`config.mk`:
```
export PLATFORM = sky130hd
export DESIGN_NAME = dcs_ram
export DESIGN_NICKNAME = d
export VERILOG_FILES = /design/src/rtl/dcs_ram.sv
export SDC_FILE = /design/constraint.sdc
export NUM_CORES = 1
export LEC_CHECK = 0
export BUFFER_PORTS_ARGS = -buffer_cell sky130_fd_sc_hd__buf_4
export CAP_MARGIN = 20
export CORE_UTILIZATION = 54
export DETAILED_ROUTE_END_ITERATION = 10
export GPL_TIMING_DRIVEN = 0
export PLACE_DENSITY = 0.74
export SLEW_MARGIN = 0
export SYNTH_ARGS = -nofsm -noshare
export SYNTH_HDL_FRONTEND = slang
export SYNTH_SLANG_ARGS = --single-unit
```
`constraint.sdc`:
```
create_clock -name i_clk -period 1.8 [get_ports i_clk]
set_clock_uncertainty 0.2 [all_clocks]
set_input_delay 0.27 -clock i_clk [delete_from_list [all_inputs] [get_ports i_clk]]
set_output_delay 0.27 -clock i_clk [all_outputs]
set_load 0.02 [all_outputs]
```
`src/rtl/dcs_ram.sv`:
```
`default_nettype none
// ----------------------------------------------------------------------------
// dcs_ram
// simple dual port ram, one write port, one registered read port
// ----------------------------------------------------------------------------
module dcs_ram #(
    parameter int DATA_W = 8,
    parameter int DEPTH  = 16,
    parameter int ADDR_W = $clog2(DEPTH)
) (
    input  wire logic              i_clk,
    input  wire logic              i_wr_en,
    input  wire logic [ADDR_W-1:0] i_wr_addr,
    input  wire logic [DATA_W-1:0] i_wr_data,
    input  wire logic [ADDR_W-1:0] i_rd_addr,
    output logic      [DATA_W-1:0] o_rd_data
);

    logic [DATA_W-1:0] r_mem [DEPTH];

    always_ff @(posedge i_clk) begin
        if (i_wr_en) begin
            r_mem[i_wr_addr] <= i_wr_data;
        end
        o_rd_data <= r_mem[i_rd_addr];
    end

endmodule
`default_nettype wire

```
==> summary.md, run 1 <==
| Metric | Value |
|---|---|
| Outcome | finished clean |
| Ant. Diodes | 0 |
| Grt ovf | 0 |
| Syn-to-layout area delta | 21.6% |
| Average routed wire per standard cell | between 20 and 25 µm |
| Fin. Hold Viols | 0 |
| Die W | 99.6 µm |
| DRT antenna net count | 0 |
| Yosys reg bits | 136 |
| Netlist cell types | 19 |
| Fill cells | 577 |
| Die area | 0.00993 mm² |
| H-Tree Depth | 4 |
| Synth Warn # | 0 |
| RSZ-0062 raised after global routing | no |
| Routed WL | 9.70 mm |
| Post-route cell area | approximately 0.0063 mm² |
| Critical-path cell list | buf_4 -> dlygate4sd3_1 -> nor3_1 -> buf_2 |
| MaxCap Viol Count | 0 |
| Residual DRC | 0 |
| Max IR drop VDD | 0.000802 V |
| CTS Buf Count | 17 |
| Initial antenna violation count | 0 |
| Worst-path fanout max | 5 |
| Layout cell share with drive strength beyond 1 | 29.2% |
| Slack of the critical path | 0.0546 ns |
| Worst Tran Pin Value | 0.844 ns |
| CTS max path bufs | 2 |
| Vias/cell | 5.66 |
| Number of global-route vias before repair | 2439 |
| Delay of the slowest cell on the worst path | 0.61 ns |
| Tmin final | 1.75 ns |
| TritonCTS clock tree | built |
| Worst skew pair latency | 0.51 ns |
| Post-synthesis cell area | 0.00515 mm² |
| Largest net degree at the start of global routing | 17 |
| Hold Slack | 0.0515 ns |
| WS Path Type | primary input to flop |
| Dpl cell area | 0.00551 mm² |
| Setup violators final | 0 |
| Multi-input logic area | 0.00107 mm² |
| Relative slew slack | 43.5% |
| Global-route wire length before repair | 14.6 mm |
| Global Route Usage Sum | between 20% and 30% |
| CTS clock-pin slew for the worst setup and hold paths | roughly 0.06 ns |
| Clock root buffer | clkbuf_8 |
| Iter 0 DRT Violations | ~270 |
| CP top delay family | buffers and inverters |
| IO Port Bufs | 24 |
| Required @ worst endpoint | between 1.5 and 2 ns |
| # rows | 35 |
| Critical path capture point type | flop |
| Via Count | ~2400 |
| TritonRoute pass-1 iters | 4 |
| Sequential area share after synthesis | around 78% |
| Max Slew Vio Count | 0 |
| PD cells | 1190 mW/mm² |
| Setup TNS Final | 0 ns |
| Die Y | 99.6 µm |
| DPL Wire Length | 5.84 mm |
| Leak | 2.13 nW |
| CTS Sinks | 136 |
| Avg Cell Area, Syn | 22.5 µm² |
| Mapped Cells | 229 |
| Post-Syn Nets | 247 |
| Initial Util | 55.7% |
| Period utilization | a little over nine tenths |
| I/O pin count | 26 |
| Core Region | 0.00924 mm² |
| Non-filler cells, final | 430 |
| Gp weighted congestion | about 0.72 |
| CP arrival | between 1.5 and 2 ns |
| Storage cell area | 0.00400 mm² |
| Hold/Removal Path Class | primary input to flop |
| Slowest-stage cell, CP | dlygate4sd3_1 |
| F_max | approximately 0.57 GHz |
| Placed insts | 384 |
| CP bufs+invs | 3 |
| Fin nets | a little over 300 |
| CP startpoint kind | primary input |
| Dpl ws | -0.367 ns |
[cell families (layout without fill, tap and decap cells)]
group	count (synthesis)	after routing	share of synthesized area, %
AOI/OAI and AO/OA	16	16	2.33
buffers and inverters	10	82	1.68
DFF	136	136	77.8
muxes	32	32	15.0
and+or+nand+nor	35	35	3.18
[layout make-up]
cell class | instances | share of cell area (%)
plain buffers | 10 | 1.38
clock buffers | 20 | 6.96
repair buffers | 40 | 5.28
multi-input cells | 83 | 17.1
clock inverters | 12 | 2.78
flip-flops and latches | 136 | 64.0
well taps | 129 | 2.58
[cell usage after synthesis]
cell type        number  area (µm²)
buf_2                 3        15.0
mux4_2               18         405
nor2_1               13        48.8
nor3_1                4        20.0
mux4_1               14         368
and2_1                1        6.26
dfxtp_1               8         160
nand3b_1              2        15.0
nand2b_1              2        12.5
and2b_1               1        7.51
buf_6                 3        33.8
nor2b_1               1        6.26
buf_4                 1        7.51
clkdlybuf4s25_2       3        30.0
nand3_1               1        5.00
edfxtp_1            128        3840
or3b_2                1        8.76
a22oi_1              16         120
nand2_1               9        33.8
[path summary, 6_finish.rpt]
path / slack [ns] / endpoint / from / cells after the start
min: 0.05 / o_rd_data[0]$_DFF_P_ / i_rd_addr[1] / 4
max reg2reg: 0.15 / o_rd_data[7]$_DFF_P_ / r_mem[7][7]$_DFFE_PP_ / 3
min reg2reg: 0.49 / o_rd_data[7]$_DFF_P_ / r_mem[12][7]$_DFFE_PP_ / 3
max: 0.05 / r_mem[4][0]$_DFFE_PP_ / i_wr_addr[1] / 4
[tightest hold or removal path: cells and delay by family]
family / cells / cell delay (ns)
buffers and inverters: 1 / 0.12
muxes: 1 / 0.15
and+or+nand+nor: 1 / 0.08
AOI/OAI and AO/OA: 1 / 0.11
[where the power goes]
part	total, mW	internal [mW]	switching, mW
combinational	0.404	0.183	0.222
sequential	3.56	3.54	0.0177
clock	3.51	2.28	1.23
total	7.48	6.01	1.47
[sequential cells by signal (all words and copies together), names as in the netlist]
| name | flops |
|---|---|
| r_mem | 128 |
| o_rd_data | 8 |
[metrics by stage]
stage	power, mW	utilization, %
final	7.48	67.7
after global routing	7.68	67.7
after CTS	7.51	67.4
after detailed placement	4.00	59.6
after global placement	3.99	59.5
after floorplan	3.83	-
[routing by layer]
layer  vias to the layer above  wire, µm  track usage [%]
met1                      1265      4290             31.0
met5                         -         0                0
met3                         7       462             5.48
met2                        66      4870             33.2
li1                       1096         -                -
met4                         0        77             8.14
[layout by cell type (no fill, tap or decap), types with 3 or more instances in the layout]
cell,count
nor2_1,13
bufinv_16,4
buf_2,4
buf_6,3
clkinv_2,4
clkbuf_16,16
mux4_2,18
dlygate4sd3_1,13
clkdlybuf4s25_2,3
a22oi_1,16
mux4_1,14
buf_4,27
dfxtp_1,8
edfxtp_1,128
nand2_1,9
[timing repair]
item / CTS / global route
hold buffers: 11 / 2
gates resized for setup: 0 / 1
endpoints found under the setup margin: 0 / 4
buffers inserted: 0 / 0
hold endpoints to repair: 138 / 7
Note: power is estimated with default switching activity, not from simulation.
==> inputs of run 2 (changes only) <==
--- a/config.mk
+++ b/config.mk
@@ -5,12 +5,14 @@
 export SDC_FILE = /design/constraint.sdc
 export NUM_CORES = 1
 export LEC_CHECK = 0
+export ABC_AREA = 1
 export BUFFER_PORTS_ARGS = -buffer_cell sky130_fd_sc_hd__buf_4
 export CAP_MARGIN = 20
-export CORE_UTILIZATION = 54
+export CORE_UTILIZATION = 55
+export CTS_BUF_LIST = sky130_fd_sc_hd__clkbuf_16
 export DETAILED_ROUTE_END_ITERATION = 10
 export GPL_TIMING_DRIVEN = 0
-export PLACE_DENSITY = 0.74
+export PLACE_DENSITY = 0.75
 export SLEW_MARGIN = 0
 export SYNTH_ARGS = -nofsm -noshare
 export SYNTH_HDL_FRONTEND = slang
==> run 2 against run 1 <==
Effect of this change: final area grew 8.0%; sequential power is essentially flat; total power grew 4.0%; die area grew 9.8%; critical path depth shrank 1; largest cell class unchanged; largest power group is now clock.
==> summary.md, run 2 <==
| Metric | Value |
|---|---|
| Outcome | finished clean |
| Slack of the critical path | 0.276 ns |
| Tmin final | 1.52 ns |
| CTS clock-pin slew for the worst setup and hold paths | 0.06 ns |
| Mapped Cells | around 550 |
| Layout cell share with drive strength beyond 1 | 12.5% |
| Die Y | 104 µm |
| CTS max path bufs | 2 |
| Ys async rst share | 0% |
| Dpl ws | -0.152 ns |
| Most frequent cells in the layout | nand2_1 (173), edfxtp_1 (128), inv_1 (101), nand3_1 (97), buf_4 (26) |
| Clock root buffer | clkbuf_16 |
| CTS Sinks | 136 |
| Most common cell in the netlist | nand2_1 |
| CP arrival | ~1.4 ns |
| R2R setup slack | 0.56 ns |
| I/O pin count | 26 |
| Residual DRC | 0 |
| Hold Slack | 0.0153 ns |
| Synth top area share | ~67% |
| Average routed wire per standard cell | between 15 and 20 µm |
| Post-cts resize count | 0 |
| Syn-to-layout area delta | 17.2% |
| EDFF count, synth | 128 |
| Crit. Startpoint | i_wr_addr[3] |
| Core Region | 0.0102 mm² |
| Max Slew Vio Count | 0 |
| TritonCTS clock tree | built |
| # rows | 37 |
| Yosys reg bits | 136 |
| Fin nets | ~610 |
| Fin. Hold Viols | 0 |
| Die area | roughly 0.011 mm² |
| Registers with the most flip-flops | r_mem: 128 flops, o_rd_data: 8 flops |
| Netlist cell types | 12 |
| GR peak layer | met2 |
| GR Layer Usage met1 | 36.7% |
| Commonest cells post-synth | nand2_1 (173), edfxtp_1 (128), inv_1 (100), nand3_1 (97), nor2_1 (17) |
| Synth Warn # | 0 |
| Iter 0 DRT Violations | approximately 640 |
| Worst skew pair latency | 0.42 ns |
| Avg Cell Area, Syn | between 10 and 15 µm² |
| Relative slew slack | between 40% and 50% |
| Worst setup endpoint | r_mem[6][3]$_DFFE_PP_ |
| Initial Util | 56.4% |
| Main flop type after synthesis | edfxtp_1 |
| Synth area leader | edfxtp_1 |
| MaxCap Viol Count | 0 |
| Post-synthesis cell area | 0.00577 mm² |
| DRT antenna net count | 0 |
| H-Tree Depth | 4 |
| Required @ worst endpoint | 1.64 ns |
| Post-Syn Nets | 569 |
| Max IR drop VDD | slightly above 0.0008 V |
| Area contributors post-synth | edfxtp_1 (67%), nand2_1 (11%), nand3_1 (8.4%) |
| Reg2reg path depth | 6 |
| Grt met2 use | about two fifths |
| IO Port Bufs | 22 |
| Largest register FFs | between 100 and 150 |
| Reg2reg start | r_mem[15][0]$_DFFE_PP_ |
| Worst-path fanout max | 8 |
| CP startpoint kind | primary input |
| Reg with most FFs | r_mem |
| RSZ-0062 raised after global routing | no |
| Hold/Removal Path Class | primary input to flop |
| Leak | 2.93 nW |
| Die W | 104 µm |
| Via Count | between 4000 and 5000 |
| Initial antenna violation count | 0 |
| Period utilization | 84.7% |
| Vias/cell | approximately 5.4 |
| Most common cell after layout, fill and taps aside | nand2_1 |
| DPL Wire Length | 8.52 mm |
| CTS Buf Count | 17 |
| Largest net degree at the start of global routing | 17 |
| F_max | 0.656 GHz |
| Setup violators final | 0 |
| TritonRoute pass-1 iters | 6 |
| Met3 Usage GRT | about 7.3% |
| Ant. Diodes | 0 |
| Grt ovf | 0 |
| PD cells | 1150 mW/mm² |
| Reg-to-Reg End | o_rd_data[0]$_DFF_P_ |
| Global-route wire length before repair | 21.3 mm |
| Post-CTS Setup Inserts | 0 |
| Critical path capture point type | flop |
| Sequential area share after synthesis | 69.4% |
| Global Route Usage Sum | 27.0% |
| Number of global-route vias before repair | slightly below 4000 |
| Gp weighted congestion | around 0.91 |
| Routed WL | roughly 13 mm |
| WS Path Type | primary input to flop |
| Worst Tran Pin Value | 0.866 ns |
| Fill cells | 753 |
## run 2: cell types whose count changed after synthesis, moves of 4 or more
cell,previous run,this run
nand2_1,9,173
nor3_1,4,0
nor2_1,13,17
nand3_1,1,97
mux4_2,18,0
a22oi_1,16,0
mux4_1,14,0
inv_1,0,100
buf_2,3,13
## run 2: area by class of cell
class	count	area, µm²	share of cell area [%]
tap	136	170	2.52
timing repair buffer	24	185	2.74
sequential	136	4000	59.3
clock inverter	15	209	3.09
multi-input combinational	289	1210	18.0
buffer	24	166	2.46
clock buffer	17	425	6.30
inverter	102	383	5.67
## run 2: metrics by stage
| stage | utilization [%] | power, mW | cell area (µm²) | TNS (ns) | cells |
|---|---|---|---|---|---|
| final | 66.0 | 7.78 | 6760 | 0 | 743 |
| after global routing | 66.0 | 7.97 | 6760 | 0 | 743 |
| after CTS | 66.0 | 7.78 | 6760 | 0 | 743 |
| after detailed placement | 59.6 | 4.11 | 6100 | -6.51 | 709 |
| after global placement | 59.6 | 4.10 | 6100 | -2.50 | 709 |
| after floorplan | - | 3.90 | 5770 | 0 | 551 |
## run 2: layer usage
metal / vias to the layer above / share of wire, %
met5: - / 0
met4: 0 / 3.6
met3: 38 / 11
met2: 245 / 45
met1: 1852 / 41
li1: 1867 / -
## run 2: how the worst min path moves through the flow
stage / start / cells past startpoint / end
after floorplan: i_wr_data[0] / 0 / r_mem[0][0]$_DFFE_PP_
after global placement: i_wr_data[7] / 1 / r_mem[11][7]$_DFFE_PP_
after detailed placement: i_wr_data[7] / 1 / r_mem[11][7]$_DFFE_PP_
after CTS: i_wr_data[4] / 1 / r_mem[13][4]$_DFFE_PP_
after global routing: i_wr_data[1] / 1 / r_mem[5][1]$_DFFE_PP_
final: i_wr_data[1] / 1 / r_mem[5][1]$_DFFE_PP_
## run 2: power by group
part           internal (mW)  total, mW  switching [mW]  leakage (nW)
Sequential              3.54       3.56          0.0204          1.22
Combinational          0.160      0.504           0.345          1.41
Clock                   2.43       3.71            1.28         0.297
Total                   6.13       7.78            1.65          2.93
## run 2: kinds of logic after synthesis
logic type / share of synthesized area (%)
buffers and inverters: 9.52
AND/OR/NAND/NOR: 21.0
flip-flops: 69.4
## run 2: worst max-delay path, cell delays in order
cell and delay [ns]:
buf_4 0.12, nand3b_1 0.27, nor2_1 0.70
## run 2: timing repair
action,in CTS,in global routing
hold endpoints to repair,17,0
hold buffers,2,0
endpoints found under the setup margin,0,0
==> inputs of run 3 (changes only) <==
==> constraint.sdc (replaced) <==
create_clock -name i_clk -period 1.4 [get_ports i_clk]
set_clock_uncertainty 0.2 [all_clocks]
set_input_delay 0.21 -clock i_clk [delete_from_list [all_inputs] [get_ports i_clk]]
set_output_delay 0.21 -clock i_clk [all_outputs]
set_load 0.02 [all_outputs]
==> run 3 against run 2 <==
Effect of this change: the run now ends with setup timing left; register-to-register slack lost 0.39 ns; sequential power grew 29%; via count grew 0.17%; global-route usage grew 0.32 points; clock power grew 29%; sequential cell count is the same; die area is the same; combinational power grew 33%; utilization grew 0.88 points; largest cell class unchanged.
==> summary.md, run 3 (same netlist as run 2, synthesis figures left out) <==
| Metric | Value |
|---|---|
| Clock root buffer | clkbuf_16 |
| Critical-path cell list | buf_4 -> nand3b_1 -> nor2_1 |
| CTS max path bufs | 2 |
| Critical path capture point type | flop |
| CTS clock-pin slew for the worst setup and hold paths | ~0.05 ns |
| Vias/cell | 5.35 |
| Max Slew Vio Count | 0 |
| CTS Buf Count | 17 |
| Core Region | 0.0102 mm² |
| TritonCTS clock tree | built |
| Multi-input logic area | 0.00123 mm² |
| WS Path Type | primary input to flop |
| Worst Tran Pin Value | about 0.84 ns |
| Dpl ws | -0.492 ns |
| Routed WL | about 14 mm |
| Fin. Hold Viols | 0 |
| DRT antenna net count | 0 |
| Largest register FFs | 128 |
| Reg with most FFs | r_mem |
| RSZ-0062 raised after global routing | yes |
| Post-layout util | 66.9% |
| Max IR drop VDD | approximately 0.0011 V |
| Gp weighted congestion | approximately 0.91 |
| Number of global-route vias before repair | between 3000 and 4000 |
| CP startpoint kind | primary input |
| IO Port Bufs | 22 |
| Hold Slack | 0.0158 ns |
| Required @ worst endpoint | 1.25 ns |
| Fin nets | between 600 and 700 |
| Most frequent cells in the layout | nand2_1 (173), edfxtp_1 (128), inv_1 (101), nand3_1 (97), buf_4 (26) |
| TritonRoute pass-1 iters | 7 |
| Average routed wire per standard cell | 18.1 µm |
| # rows | 37 |
| Initial antenna violation count | 0 |
| Die Y | 104 µm |
| Die W | approximately 100 µm |
| Grt ovf | 0 |
| Tmin final | 1.45 ns |
| Largest net degree at the start of global routing | 17 |
| Global Route Usage Sum | 27.3% |
| Period utilization | 103% |
| Placed insts | 709 |
| Ant. Diodes | 0 |
| Leak | 2.96 nW |
| Iter 0 DRT Violations | 569 |
| Non-filler cells, final | 750 |
| Syn-to-layout area delta | 18.7% |
| Total power | 10.0 mW |
| Registers with the most flip-flops | r_mem: 128 flops, o_rd_data: 8 flops |
| PD cells | 1460 mW/mm² |
| Slack of the critical path | -0.0457 ns |
| CP arrival | 1.29 ns |
| Storage cell area | 0.00400 mm² |
| Initial Util | 56.4% |
| Dpl cell area | 0.00610 mm² |
| DPL Wire Length | 8.52 mm |
| Setup violators final | 16 |
| Most common cell after layout, fill and taps aside | nand2_1 |
| Via Count | approximately 4000 |
| Global-route wire length before repair | 21.6 mm |
| Setup TNS Final | -0.670 ns |
| Fill cells | 746 |
| Slowest-stage cell, CP | nor2_1 |
| F_max | 0.692 GHz |
| Outcome | finished with violations |
| CTS Sinks | 136 |
| MaxCap Viol Count | 0 |
| Die area | 0.0109 mm² |
| Post-route cell area | 0.00685 mm² |
| Failing checks | setup timing |
| Layout cell share with drive strength beyond 1 | 13.7% |
| I/O pin count | 26 |
| Worst skew pair latency | 0.42 ns |
| Residual DRC | 0 |
| Delay of the slowest cell on the worst path | between 0.6 and 0.7 ns |
| Worst-path fanout max | 8 |
| Relative slew slack | 43.9% |
| H-Tree Depth | 4 |
| Post-CTS Setup Inserts | 0 |
| Hold/Removal Path Class | primary input to flop |
run 3: cell types whose count changed in the layout (fill, tap and decap cells not counted):
cell / change
dlygate4sd3_1: +7
nor2_1: -8
nor2_2: +8
run 3: worst paths after layout:
check	from	to	slack (ns)	cells after the start
hold reg to reg	r_mem[6][7]$_DFFE_PP_	o_rd_data[7]$_DFF_P_	0.51	6
setup reg to reg	r_mem[15][0]$_DFFE_PP_	o_rd_data[0]$_DFF_P_	0.17	6
hold / removal	i_rd_addr[2]	o_rd_data[0]$_DFF_P_	0.02	4
setup / recovery	i_wr_addr[3]	r_mem[6][3]$_DFFE_PP_	-0.05	3
run 3: metal layers:
metal	up-vias	wire [µm]	track usage, %	part of all wire [%]
met3	33	1340	7.46	9.9
met5	-	0	0	0
met1	1859	5550	36.9	41
li1	1876	-	-	-
met2	241	6190	41.1	46
met4	0	475	13.4	3.5
run 3: timing repair:
| action | 4_1_cts | 5_1_grt |
|---|---|---|
| gates resized for setup | 1 | 7 |
| hold buffers | 9 | 0 |
| cloned | 0 | 0 |
| hold endpoints to repair | 129 | 0 |
| setup endpoints to repair | 17 | 72 |
run 3: critical path, delay by kind of cell:
family / cells / cell delay [ns]
buf+inv: 1 / 0.12
simple gates: 2 / 0.95
run 3: cell type report:
type,count,area share [%]
clock buffer,17,6.21
timing repair buffer,31,3.73
tap,136,2.49
buffer,24,2.43
inverter,102,5.59
clock inverter,15,3.05
multi-input combinational,289,18.0
sequential,136,58.5
run 3: where the power goes:
| part | total [mW] | switching (mW) | internal, mW |
|---|---|---|---|
| clock network | 4.77 | 1.64 | 3.13 |
| registers | 4.58 | 0.0260 | 4.55 |
| logic | 0.670 | 0.451 | 0.219 |
